## src/bte_pkg.sv

```systemverilog
// bte_pkg: shared types and constants of the battery time estimator
// used by bte_divider and battery_time_estimator
`timescale 1ns / 1ps
package bte_pkg;

    localparam int DIV_W    = 64;
    localparam int DVSR_W   = 14;
    localparam int FACTOR_W = 48;

    localparam logic [2:0] ST_ESTIMATE = 3'd0;
    localparam logic [2:0] ST_INVALID  = 3'd1;
    localparam logic [2:0] ST_SAME     = 3'd2;
    localparam logic [2:0] ST_FULL     = 3'd3;
    localparam logic [2:0] ST_NONE     = 3'd4;

    localparam logic [1:0] REG_FULL_SCALE = 2'd0;
    localparam logic [1:0] REG_THRESHOLD  = 2'd1;

    typedef struct packed {
        logic [13:0] reading;
        logic [31:0] stamp_seconds;
        logic        charger_attached;
        logic        charger_status_ok;
        logic        charge_complete;
        logic        woke_from_suspend;
    } sample_t;

    typedef struct packed {
        logic [2:0]  status;
        logic        toward_full;
        logic [31:0] estimate_seconds;
    } result_t;

    // request to the shared divider
    typedef struct packed {
        logic              start;
        logic              neg;
        logic [DIV_W-1:0]  dividend;
        logic [DVSR_W-1:0] divisor;
    } div_req_t;

    typedef struct packed {
        logic                    done;
        logic signed [DIV_W-1:0] quotient;
    } div_rsp_t;

endpackage

```

## src/bte_divider.sv

```systemverilog
// bte_divider: restoring divider, one quotient bit per cycle
// depends on bte_pkg
`timescale 1ns / 1ps
module bte_divider (
    input  logic              clk,
    input  logic              rst_n,
    input  bte_pkg::div_req_t req,
    output bte_pkg::div_rsp_t rsp
);
    logic [bte_pkg::DVSR_W-1:0] rem_reg;
    logic [bte_pkg::DIV_W-1:0]  quo_reg;
    logic [bte_pkg::DVSR_W-1:0] dvsr_reg;
    logic                       neg_reg;
    logic [6:0]                 cnt_reg;
    logic                       done_reg;
    logic [bte_pkg::DVSR_W:0]   rem_sh;
    logic                       fits;

    // one shift and trial subtract
    assign rem_sh = {rem_reg, quo_reg[bte_pkg::DIV_W-1]};
    assign fits   = rem_sh >= {1'b0, dvsr_reg};

    // control
    always_ff @(posedge clk or negedge rst_n)
    begin
        if (!rst_n)
        begin
            cnt_reg  <= '0;
            done_reg <= 1'b0;
        end
        else
        begin
            done_reg <= 1'b0;
            if (req.start)
            begin
                cnt_reg <= 7'(bte_pkg::DIV_W);
            end
            else if (cnt_reg != '0)
            begin
                cnt_reg <= cnt_reg - 7'd1;
                if (cnt_reg == 7'd1)
                begin
                    done_reg <= 1'b1;
                end
            end
        end
    end

    // datapath
    always_ff @(posedge clk)
    begin
        if (req.start)
        begin
            rem_reg  <= '0;
            quo_reg  <= req.dividend;
            dvsr_reg <= req.divisor;
            neg_reg  <= req.neg;
        end
        else if (cnt_reg != '0)
        begin
            rem_reg <= fits ? bte_pkg::DVSR_W'(rem_sh - {1'b0, dvsr_reg})
                            : rem_sh[bte_pkg::DVSR_W-1:0];
            quo_reg <= {quo_reg[bte_pkg::DIV_W-2:0], fits};
        end
    end

    assign rsp.done     = done_reg;
    assign rsp.quotient = neg_reg ? -$signed(quo_reg) : $signed(quo_reg);

endmodule

```

## src/battery_time_estimator.sv

```systemverilog
// battery_time_estimator: top level, sequencer, sample history and estimate
// depends on bte_pkg and bte_divider
`timescale 1ns / 1ps
// Usage
// sample channel: one battery reading per transaction (sample_valid/ready).
// result channel: one result per sample (result_valid/ready), in order.
// cfg channel: cfg_index 0 writes full_scale, 1 writes full_threshold_pct;
//   always ready, write only while no sample is in flight.
// Sequence: a rejected or fully charged reading goes from evaluation straight
// to the result stage, a reading that leaves fewer than two samples through
// the multiply. Other readings walk up to WINDOW sample pairs, each with a
// registered history fetch and, when the readings differ, a division, then
// one mean division and the multiply. The one 64-bit restoring divider, a
// bit per cycle, serves all of these divisions.
// One sample is processed at a time; sample_ready is high only when idle.
// A finished result waits in an output register; a new sample may be taken
// while it waits, but that sample's result is held until the old one leaves.
// Reset: discharging mode, empty history, both kept factors at -1.0,
// full_scale 100, threshold 98 percent. No clearing pass is needed.
module battery_time_estimator #(
    parameter int WINDOW        = 10,
    parameter int FRACTION_BITS = 16
) (
    input  logic              clk,
    input  logic              rst_n,
    input  logic              sample_valid,
    output logic              sample_ready,
    input  bte_pkg::sample_t  sample,
    output logic              result_valid,
    input  logic              result_ready,
    output bte_pkg::result_t  result,
    input  logic              cfg_valid,
    output logic              cfg_ready,
    input  logic [1:0]        cfg_index,
    input  logic [13:0]       cfg_data
);
    localparam int HDEPTH = WINDOW + 1;
    localparam int PTR_W  = $clog2(HDEPTH);
    localparam int FILL_W = $clog2(HDEPTH + 1);
    localparam int FW     = bte_pkg::FACTOR_W;
    localparam logic signed [FW-1:0] FACTOR_RESET = -(FW'(1) <<< FRACTION_BITS);
    localparam logic signed [63:0] FMAX = 64'sh0000_7FFF_FFFF_FFFF;
    localparam logic signed [63:0] FMIN = -FMAX - 64'sd1;

    localparam logic [3:0] S_IDLE  = 4'd0;
    localparam logic [3:0] S_EVAL  = 4'd1;
    localparam logic [3:0] S_FETCH = 4'd2;
    localparam logic [3:0] S_CAPT  = 4'd3;
    localparam logic [3:0] S_DIVW  = 4'd4;
    localparam logic [3:0] S_MEAN  = 4'd5;
    localparam logic [3:0] S_MEANW = 4'd6;
    localparam logic [3:0] S_MUL   = 4'd7;
    localparam logic [3:0] S_FIN   = 4'd8;

    logic [3:0]               state_reg;
    bte_pkg::sample_t         smp_reg;
    logic [13:0]              full_scale_reg;
    logic [6:0]               pct_reg;
    logic [13:0]              last_reg;
    logic                     mode_reg;
    logic [FILL_W-1:0]        fill_reg;
    logic [PTR_W-1:0]         newest_reg;
    logic [PTR_W-1:0]         ptr_reg;
    logic [FILL_W-1:0]        k_reg;
    logic                     have_newer_reg;
    logic signed [FW-1:0]     factor_reg [2];
    logic signed [63:0]       total_reg;
    logic [31:0]              newer_stamp_reg;
    logic [13:0]              newer_rd_reg;
    logic [31:0]              q_stamp_reg;
    logic [13:0]              q_rd_reg;
    logic [31:0]              mem_stamp [HDEPTH];
    logic [13:0]              mem_rd [HDEPTH];
    logic signed [62:0]       prod_reg;
    logic                     early_reg;
    logic [2:0]               early_stat_reg;
    logic                     res_valid_reg;
    bte_pkg::result_t         res_reg;
    bte_pkg::div_req_t        dreq;
    bte_pkg::div_rsp_t        drsp;

    // evaluation of a new reading
    logic                     mode_chg;
    logic                     mode_new;
    logic [13:0]              fs_eff;
    logic                     at_full;
    logic                     clr;
    logic [FILL_W-1:0]        fill_eff;
    logic [PTR_W-1:0]         newest_new;
    logic [FILL_W-1:0]        fill_new;

    // pair arithmetic
    logic signed [32:0]       dt;
    logic [32:0]              dt_mag;
    logic signed [14:0]       dc;
    logic [13:0]              dc_mag;
    logic                     more_pairs;
    logic signed [63:0]       mean_sat;
    logic signed [14:0]       mul_op;
    logic signed [62:0]       scaled;
    logic                     out_free;

    assign mode_chg = smp_reg.charger_status_ok && (smp_reg.charger_attached != mode_reg);
    assign mode_new = mode_chg ? smp_reg.charger_attached : mode_reg;
    assign fs_eff   = (full_scale_reg == '0) ? 14'd1 : full_scale_reg;
    assign at_full  = mode_new && smp_reg.charge_complete
                      && ((21'(smp_reg.reading) * 21'd100) >= (21'(pct_reg) * 21'(fs_eff)));
    assign clr      = mode_chg || (!mode_new && smp_reg.woke_from_suspend);
    assign fill_eff = clr ? '0 : fill_reg;
    assign newest_new = (fill_eff == '0) ? '0 :
                        (newest_reg == PTR_W'(HDEPTH - 1)) ? '0 : newest_reg + PTR_W'(1);
    assign fill_new = (fill_eff == FILL_W'(HDEPTH)) ? fill_eff : fill_eff + FILL_W'(1);

    assign dt     = $signed({1'b0, newer_stamp_reg}) - $signed({1'b0, q_stamp_reg});
    assign dt_mag = dt[32] ? 33'(-dt) : 33'(dt);
    assign dc     = $signed({1'b0, newer_rd_reg}) - $signed({1'b0, q_rd_reg});
    assign dc_mag = dc[14] ? 14'(-dc) : 14'(dc);
    // another pair follows the current one
    assign more_pairs = (k_reg + FILL_W'(2)) < fill_reg;

    assign mean_sat = (drsp.quotient > FMAX) ? FMAX :
                      (drsp.quotient < FMIN) ? FMIN : drsp.quotient;
    assign mul_op   = mode_reg ? ($signed({1'b0, full_scale_reg}) - $signed({1'b0, smp_reg.reading}))
                               : $signed({1'b0, smp_reg.reading});
    // divide by 2^F rounding toward zero
    assign scaled   = (prod_reg + (prod_reg[62] ? 63'((64'sd1 <<< FRACTION_BITS) - 64'sd1)
                                                : 63'sd0)) >>> FRACTION_BITS;
    assign out_free = !res_valid_reg || result_ready;

    // divider requests
    always_comb
    begin
        dreq = '0;
        if (state_reg == S_CAPT && have_newer_reg && dc_mag != '0)
        begin
            dreq.start    = 1'b1;
            dreq.neg      = dt[32];
            dreq.dividend = 64'(dt_mag) << FRACTION_BITS;
            dreq.divisor  = dc_mag;
        end
        else if (state_reg == S_MEAN)
        begin
            dreq.start    = 1'b1;
            dreq.neg      = total_reg[63];
            dreq.dividend = total_reg[63] ? 64'(-total_reg) : 64'(total_reg);
            dreq.divisor  = bte_pkg::DVSR_W'(k_reg);
        end
    end

    bte_divider u_div (
        .clk   (clk),
        .rst_n (rst_n),
        .req   (dreq),
        .rsp   (drsp)
    );

    // sequencer and control state
    always_ff @(posedge clk or negedge rst_n)
    begin
        if (!rst_n)
        begin
            state_reg      <= S_IDLE;
            full_scale_reg <= 14'd100;
            pct_reg        <= 7'd98;
            last_reg       <= '0;
            mode_reg       <= 1'b0;
            fill_reg       <= '0;
            newest_reg     <= '0;
            factor_reg[0]  <= FACTOR_RESET;
            factor_reg[1]  <= FACTOR_RESET;
            res_valid_reg  <= 1'b0;
            have_newer_reg <= 1'b0;
            k_reg          <= '0;
            early_reg      <= 1'b0;
        end
        else
        begin
            if (cfg_valid)
            begin
                unique case (cfg_index)
                    bte_pkg::REG_FULL_SCALE: full_scale_reg <= cfg_data;
                    bte_pkg::REG_THRESHOLD:  pct_reg <= cfg_data[6:0];
                    default: ;
                endcase
            end
            if (res_valid_reg && result_ready)
            begin
                res_valid_reg <= 1'b0;
            end
            unique case (state_reg)
                S_IDLE:
                begin
                    if (sample_valid)
                    begin
                        state_reg <= S_EVAL;
                    end
                end
                S_EVAL:
                begin
                    k_reg          <= '0;
                    have_newer_reg <= 1'b0;
                    if (smp_reg.reading == '0 || smp_reg.reading == last_reg)
                    begin
                        early_reg <= 1'b1;
                        state_reg <= S_FIN;
                    end
                    else
                    begin
                        last_reg <= smp_reg.reading;
                        mode_reg <= mode_new;
                        if (at_full)
                        begin
                            fill_reg   <= '0;
                            newest_reg <= '0;
                            early_reg  <= 1'b1;
                            state_reg  <= S_FIN;
                        end
                        else
                        begin
                            fill_reg   <= fill_new;
                            newest_reg <= newest_new;
                            early_reg  <= 1'b0;
                            state_reg  <= (fill_new >= FILL_W'(2)) ? S_FETCH : S_MUL;
                        end
                    end
                end
                S_FETCH:
                begin
                    state_reg <= S_CAPT;
                end
                S_CAPT:
                begin
                    if (!have_newer_reg)
                    begin
                        have_newer_reg <= 1'b1;
                        state_reg      <= S_FETCH;
                    end
                    else if (dc_mag != '0)
                    begin
                        state_reg <= S_DIVW;
                    end
                    else
                    begin
                        k_reg     <= k_reg + FILL_W'(1);
                        state_reg <= more_pairs ? S_FETCH : S_MEAN;
                    end
                end
                S_DIVW:
                begin
                    if (drsp.done)
                    begin
                        k_reg     <= k_reg + FILL_W'(1);
                        state_reg <= more_pairs ? S_FETCH : S_MEAN;
                    end
                end
                S_MEAN:
                begin
                    state_reg <= S_MEANW;
                end
                S_MEANW:
                begin
                    if (drsp.done)
                    begin
                        factor_reg[mode_reg] <= FW'(mean_sat);
                        state_reg            <= S_MUL;
                    end
                end
                S_MUL:
                begin
                    state_reg <= S_FIN;
                end
                S_FIN:
                begin
                    if (out_free)
                    begin
                        res_valid_reg <= 1'b1;
                        state_reg     <= S_IDLE;
                    end
                end
                default:
                begin
                    state_reg <= S_IDLE;
                end
            endcase
        end
    end

    // payload registers, history memory and arithmetic
    always_ff @(posedge clk)
    begin
        if (state_reg == S_IDLE && sample_valid)
        begin
            smp_reg <= sample;
        end
        if (state_reg == S_EVAL)
        begin
            total_reg      <= '0;
            ptr_reg        <= newest_new;
            early_stat_reg <= (smp_reg.reading == '0) ? bte_pkg::ST_INVALID :
                              (smp_reg.reading == last_reg) ? bte_pkg::ST_SAME : bte_pkg::ST_FULL;
            if (smp_reg.reading != '0 && smp_reg.reading != last_reg && !at_full)
            begin
                mem_stamp[newest_new] <= smp_reg.stamp_seconds;
                mem_rd[newest_new]    <= smp_reg.reading;
            end
        end
        // registered history read, walking from newest to oldest
        if (state_reg == S_FETCH)
        begin
            q_stamp_reg <= mem_stamp[ptr_reg];
            q_rd_reg    <= mem_rd[ptr_reg];
            ptr_reg     <= (ptr_reg == '0) ? PTR_W'(HDEPTH - 1) : ptr_reg - PTR_W'(1);
        end
        if (state_reg == S_CAPT && (!have_newer_reg || dc_mag == '0))
        begin
            newer_stamp_reg <= q_stamp_reg;
            newer_rd_reg    <= q_rd_reg;
        end
        if (state_reg == S_DIVW && drsp.done)
        begin
            total_reg       <= total_reg + drsp.quotient;
            newer_stamp_reg <= q_stamp_reg;
            newer_rd_reg    <= q_rd_reg;
        end
        if (state_reg == S_MUL)
        begin
            prod_reg <= 63'(mul_op) * 63'(factor_reg[mode_reg]);
        end
        if (state_reg == S_FIN && out_free)
        begin
            res_reg.toward_full <= mode_reg;
            if (early_reg)
            begin
                res_reg.status           <= early_stat_reg;
                res_reg.estimate_seconds <= '0;
            end
            else if (scaled <= 63'sd0)
            begin
                res_reg.status           <= bte_pkg::ST_NONE;
                res_reg.estimate_seconds <= '0;
            end
            else
            begin
                res_reg.status           <= bte_pkg::ST_ESTIMATE;
                res_reg.estimate_seconds <= (scaled > 63'sh0_FFFF_FFFF) ? 32'hFFFF_FFFF
                                                                        : scaled[31:0];
            end
        end
    end

    assign sample_ready = (state_reg == S_IDLE);
    assign result_valid = res_valid_reg;
    assign result       = res_reg;
    assign cfg_ready    = 1'b1;

    // checks
    a_est_nonzero: assert property (@(posedge clk) disable iff (!rst_n)
        result_valid && result.status == bte_pkg::ST_ESTIMATE |-> result.estimate_seconds != '0)
        else $error("estimate of zero reported as valid");
    a_est_zero: assert property (@(posedge clk) disable iff (!rst_n)
        result_valid && result.status != bte_pkg::ST_ESTIMATE |-> result.estimate_seconds == '0)
        else $error("estimate not cleared for non-estimate status");
    a_full_mode: assert property (@(posedge clk) disable iff (!rst_n)
        result_valid && result.status == bte_pkg::ST_FULL |-> result.toward_full)
        else $error("fully charged reported while discharging");
    a_fill_bound: assert property (@(posedge clk) disable iff (!rst_n)
        fill_reg <= FILL_W'(HDEPTH))
        else $error("history fill above depth");
    a_busy: assert property (@(posedge clk) disable iff (!rst_n)
        sample_valid && sample_ready |=> !sample_ready)
        else $error("second transaction taken while busy");

endmodule
```

## config.mk

```make
export PLATFORM = sky130hd
export DESIGN_NAME = battery_time_estimator
export DESIGN_NICKNAME = d
export VERILOG_FILES = /design/src/bte_pkg.sv /design/src/bte_divider.sv /design/src/battery_time_estimator.sv
export SDC_FILE = /design/constraint.sdc
export NUM_CORES = 2
export LEC_CHECK = 0
export ABC_AREA = 0
export BUFFER_PORTS_ARGS = -buffer_cell sky130_fd_sc_hd__buf_2
export CAP_MARGIN = 30
export CORE_MARGIN = 2
export CORE_UTILIZATION = 40
export DETAILED_ROUTE_END_ITERATION = 10
export GPL_ROUTABILITY_DRIVEN = 0
export PLACE_DENSITY_LB_ADDON = 0.12
export SLEW_MARGIN = 20
export SYNTH_ARGS = -nofsm -noshare
export SYNTH_HDL_FRONTEND = slang
export SYNTH_SLANG_ARGS = --single-unit
```

## constraint.sdc

```tcl
create_clock -name clk -period 11.8 [get_ports clk]
set_input_delay 0 -clock clk [delete_from_list [all_inputs] [get_ports clk]]
set_output_delay 0 -clock clk [all_outputs]
set_load 0.05 [all_outputs]
```

==> results list <==
- Hold Crit Start: cfg_data[1]
- Number of fillers in the final layout: roughly 19000
* Final setup violation count: 0
- For the finished layout, the period the worst path requires is roughly 11 ns.
- For the worst setup path, the data required time is about 12 ns.
* Overall routed net length: ~230000 um
- Total clock buffers created by CTS: around 120
- Area grow syn2layout: 11.8%
- Detailed placement finished with a half-perimeter wire length of roughly 160000 um.
- Clock-pin slew was measured on the worst setup and hold paths at about 0.060 ns.
- Highest clock frequency the design can meet: 0.0890 GHz
- In this run the register-to-register setup slack is 0.57 ns.
- Entering global routing, the biggest net connects 124 pins.
* Max clock buf depth: 3
- On the critical path, the stage with the largest delay is an instance of sky130_fd_sc_hd__fa_1.
- Die outline area: 0.207 mm2
- The worst path uses between 90 and 100% of the clock period.
* Post-route antenna net violation count: 0
- Fin. Hold Viols: 0
- In the global route stage, overall resource usage came out at a little over a fifth.
- Startpoint type of the worst setup path: flip-flop
* Combinational group share of total power: 19.4%
- After detailed routing, the average wire length per cell comes to between 20 and 25 um.
- Net switching component of the power: between 0.002 and 0.003 W
- Finished Core Util: ~45%
- The floorplan has ~170 rows.
- Endpoint of the worst hold-timing path: pct_reg[1]$_DFFE_PN1P_
- Worst slew margin: a little under a third
- At the end of the flow, the number of nets in the layout was a little under 9000.
- Worst-case setup slack after placement: about 0.52 ns
- For this run, design rule violations remaining after detail routing come to 0.
- In this run the horizontal extent of the chip is 455 um.
* Final Max Slew Viols: 0
- Synth cell types: 96
- The later pin in the worst-skew pair is clocked with a latency of 0.80 ns.
- Layout cells sized above 1: around 11%
* Result of the run: finished clean
- Flip-flop cell with the highest count after synthesis: sky130_fd_sc_hd__edfxtp_1
- Counting flops with an async set or reset pin after synthesis yields a share of 14.9%.
* Overflow left after global routing: 0
* CORE AREA: around 0.20 mm2
- Initial antenna violation count: 9
- In this design, the critical path's most frequently occurring cell is sky130_fd_sc_hd__fa_1.
- The first global-routing pass estimated approximately 350000 um of wire.
- Largest incremental delay on the critical path: ~0.58 ns
- Summing all multi-input logic gate instances after layout gives between 0.04 and 0.05 mm2.
- Ranking of synthesized cells by area: sky130_fd_sc_hd__edfxtp_1 (33%), sky130_fd_sc_hd__fa_1 (18%), sky130_fd_sc_hd__ha_1 (6.6%)
- For this run, the register share of the synthesized area comes to 38.3%.
- Worst reg2reg path startpoint: smp_reg[37]$_DFFE_PP_
- Along the worst hold path, the cell count comes to 3.
- Final TNS setup: 0 ns
- Most used cells in the layout excluding fill and tap cells: sky130_fd_sc_hd__inv_1 (970), sky130_fd_sc_hd__edfxtp_1 (896), sky130_fd_sc_hd__nand2_1 (865), sky130_fd_sc_hd__fa_1 (724), sky130_fd_sc_hd__nor2_1 (520)
- In this run, the number of DRC markers left after iteration 0 of detailed routing was ~3900.
- Counting flops and latches in the post-synthesis netlist gives approximately 1100.
* Top cell type's share of synthesized area: between 30% and 40%
- The share of total power dissipated in sequential elements is 41.9%.
- STA classifies the critical path endpoint as a flip-flop.
* Net count after synthesis: a little under 9000
- The worst hold path belongs to the class in -> reg.
* Height of the die: between 400 and 500 um
- Number of violations of the max-capacitance limit: 0
* Unrepaired setup endpoints after global routing: false
- CP arrival: between 10 and 15 ns
- Clock network fraction of design power: roughly 39%
- DR vias: between 50000 and 60000
- Via count of the first global-routing pass: slightly below 60000
- Net switching is between 20% and 30% of the power.
- Worst-path maximum fanout: 13
- Across the VDD grid, the largest voltage drop is 0.000181 V.
* CTS Root Buffer Type: sky130_fd_sc_hd__clkbuf_16
- For this run, the detailed router's first-pass iteration total came to 6.
- P per Cell Area: approximately 110 mW/mm2
- Sinks on Clock Net: between 1000 and 1500
- The H-tree was split into 3 levels.
* CTS tree: built
- Summing all flip-flop and latch instances after layout gives around 0.031 mm2.
- Routed vias/inst: between 5 and 6
- Post-synth top area cell: sky130_fd_sc_hd__edfxtp_1
- The worst setup path is of the reg -> reg kind.
* Count of cells along the worst register-to-register path: 35
- Count of flip-flops with a built-in enable after synthesis: 896
- Worst Slack Setup Final: approximately 0.57 ns
- The average instance in the mapped netlist occupies approximately 11 um2.
- Pleak: approximately 37 nW
- Mapped Cells: between 7000 and 8000
- The clock arrives with 0.0649 ns of skew.
- The register with the most flip-flops in the layout has ~350 of them.
- Across all hold checks on the routed design, the worst slack comes to approximately 0.099 ns.
- The library cell used most frequently in the layout, excluding fill and tap cells, is sky130_fd_sc_hd__inv_1.
* Slew at the pin with the worst max-slew slack: 1.01 ns
- The internal portion of the total power is roughly 0.0071 W.
- Yosys printed 0 warnings.
* Initial Utilization: roughly two fifths
- IO buf count: 108
- 110 I/O pins were placed.
- The synthesized netlist occupies a cell area of ~0.082 mm2.
* Endpoint of the most critical register-to-register path: prod_reg[62]$_DFFE_PP_
==> critical path, delay by kind of cell, from the launching register on <==
| family | cells | cell delay, ns |
|---|---|---|
| and+or+nand+nor | 7 | 1.42 |
| AOI/OAI and AO/OA | 15 | 4.00 |
| DFF | 1 | 0.51 |
| xor gates and xnor gates | 1 | 0.14 |
| buffers and inverters | 4 | 0.83 |
| adders and majority gates | 8 | 4.06 |
==> metal layers <==
layer | track usage (%) | vias up | wire (um)
li1 | - | 26000 | -
met1 | 30.0 | 28600 | 101000
met2 | 36.5 | 1270 | 107000
met3 | 2.82 | 315 | 10500
met4 | 6.38 | 2 | 7000
met5 | 0 | - | 13
==> cell type report <==
class | instances | area share, %
multi-input cells | 5129 | 50.3
diodes | 3 | 0.00824
flip-flops and latches | 1069 | 34.3
clock buffers | 155 | 3.56
well taps | 2672 | 3.67
inverters | 972 | 4.00
repair buffers | 372 | 3.34
clock inverters | 72 | 0.817
==> worst max path at each step <==
stage | start | to | slack [ns] | cells past startpoint
final | smp_reg[37]$_DFFE_PP_ | prod_reg[62]$_DFFE_PP_ | 0.57 | 35
after global routing | smp_reg[37]$_DFFE_PP_ | prod_reg[62]$_DFFE_PP_ | 0.06 | 35
after CTS | smp_reg[37]$_DFFE_PP_ | prod_reg[62]$_DFFE_PP_ | 0.47 | 35
after detailed placement | smp_reg[37]$_DFFE_PP_ | prod_reg[62]$_DFFE_PP_ | 0.52 | 35
after global placement | smp_reg[37]$_DFFE_PP_ | prod_reg[62]$_DFFE_PP_ | 0.74 | 35
after floorplan | full_scale_reg[11]$_DFFE_PN0P_ | mem_rd[7][0]$_DFFE_PP_ | 1.24 | 32
==> synthesized netlist by cell type (17+ instances only) <==
cell type,number
sky130_fd_sc_hd__xor2_1,167
sky130_fd_sc_hd__dfstp_2,70
sky130_fd_sc_hd__mux4_2,138
sky130_fd_sc_hd__nor4_1,25
sky130_fd_sc_hd__nand2_1,867
sky130_fd_sc_hd__o21bai_1,20
sky130_fd_sc_hd__or4_1,31
sky130_fd_sc_hd__nand2b_1,41
sky130_fd_sc_hd__a21o_1,124
sky130_fd_sc_hd__dfrtp_1,89
sky130_fd_sc_hd__nand3_1,89
sky130_fd_sc_hd__a211oi_1,51
sky130_fd_sc_hd__xnor2_1,249
sky130_fd_sc_hd__o31ai_1,55
sky130_fd_sc_hd__buf_1,28
sky130_fd_sc_hd__mux2_2,132
sky130_fd_sc_hd__o211ai_1,27
sky130_fd_sc_hd__clkbuf_1,249
sky130_fd_sc_hd__fa_1,724
sky130_fd_sc_hd__nor3_1,67
sky130_fd_sc_hd__edfxtp_1,896
sky130_fd_sc_hd__ha_1,429
sky130_fd_sc_hd__nand4_1,52
sky130_fd_sc_hd__o41ai_1,33
sky130_fd_sc_hd__mux2i_1,58
sky130_fd_sc_hd__and2_1,118
sky130_fd_sc_hd__nor2_1,528
sky130_fd_sc_hd__o21ai_1,66
sky130_fd_sc_hd__a31oi_1,25
sky130_fd_sc_hd__a22oi_1,29
sky130_fd_sc_hd__a21oi_1,239
sky130_fd_sc_hd__and3_1,32
sky130_fd_sc_hd__inv_1,970
sky130_fd_sc_hd__nor2b_1,58
sky130_fd_sc_hd__or3_1,41
sky130_fd_sc_hd__o21ai_0,351
sky130_fd_sc_hd__a21boi_0,17
sky130_fd_sc_hd__o21a_1,31
==> power groups by stage <==
stage / Clock, W / Combinational, W / Sequential, W
after global placement: 0 / 0.00184 / 0.00419
after detailed placement: 0 / 0.00187 / 0.00419
after floorplan: 0 / 0.00148 / 0.00415
after global routing: 0.00402 / 0.00221 / 0.00411
final: 0.00379 / 0.00190 / 0.00411
after CTS: 0.00390 / 0.00193 / 0.00411
==> stage by stage <==
step | cells | area [um2] | total power [W]
2_1_floorplan | 7459 | 81500 | 0.00564
3_5_place_dp | 10100 | 85500 | 0.00606
4_1_cts | 10400 | 90900 | 0.00994
5_1_grt | 10400 | 91100 | 0.0103
3_3_place_gp | 10100 | 85400 | 0.00603
6_report | 10400 | 91100 | 0.00980
==> cell families after synthesis <==
logic type | synth area share, %
AOI/OAI and AO/OA | 9.42
adders and majority gates | 24.4
and+or+nand+nor | 11.2
muxes | 6.36
DFF | 38.3
xor gates and xnor gates | 4.47
other | 0.00460
buffers and inverters | 5.83
==> what timing repair did <==
action	in CTS	in global routing
hold buffers	146	0
hold endpoints to repair	179	0
buffers inserted	0	4
setup endpoints to repair	0	1
gates resized for setup	0	3
Power figures use the tool's default switching activity.
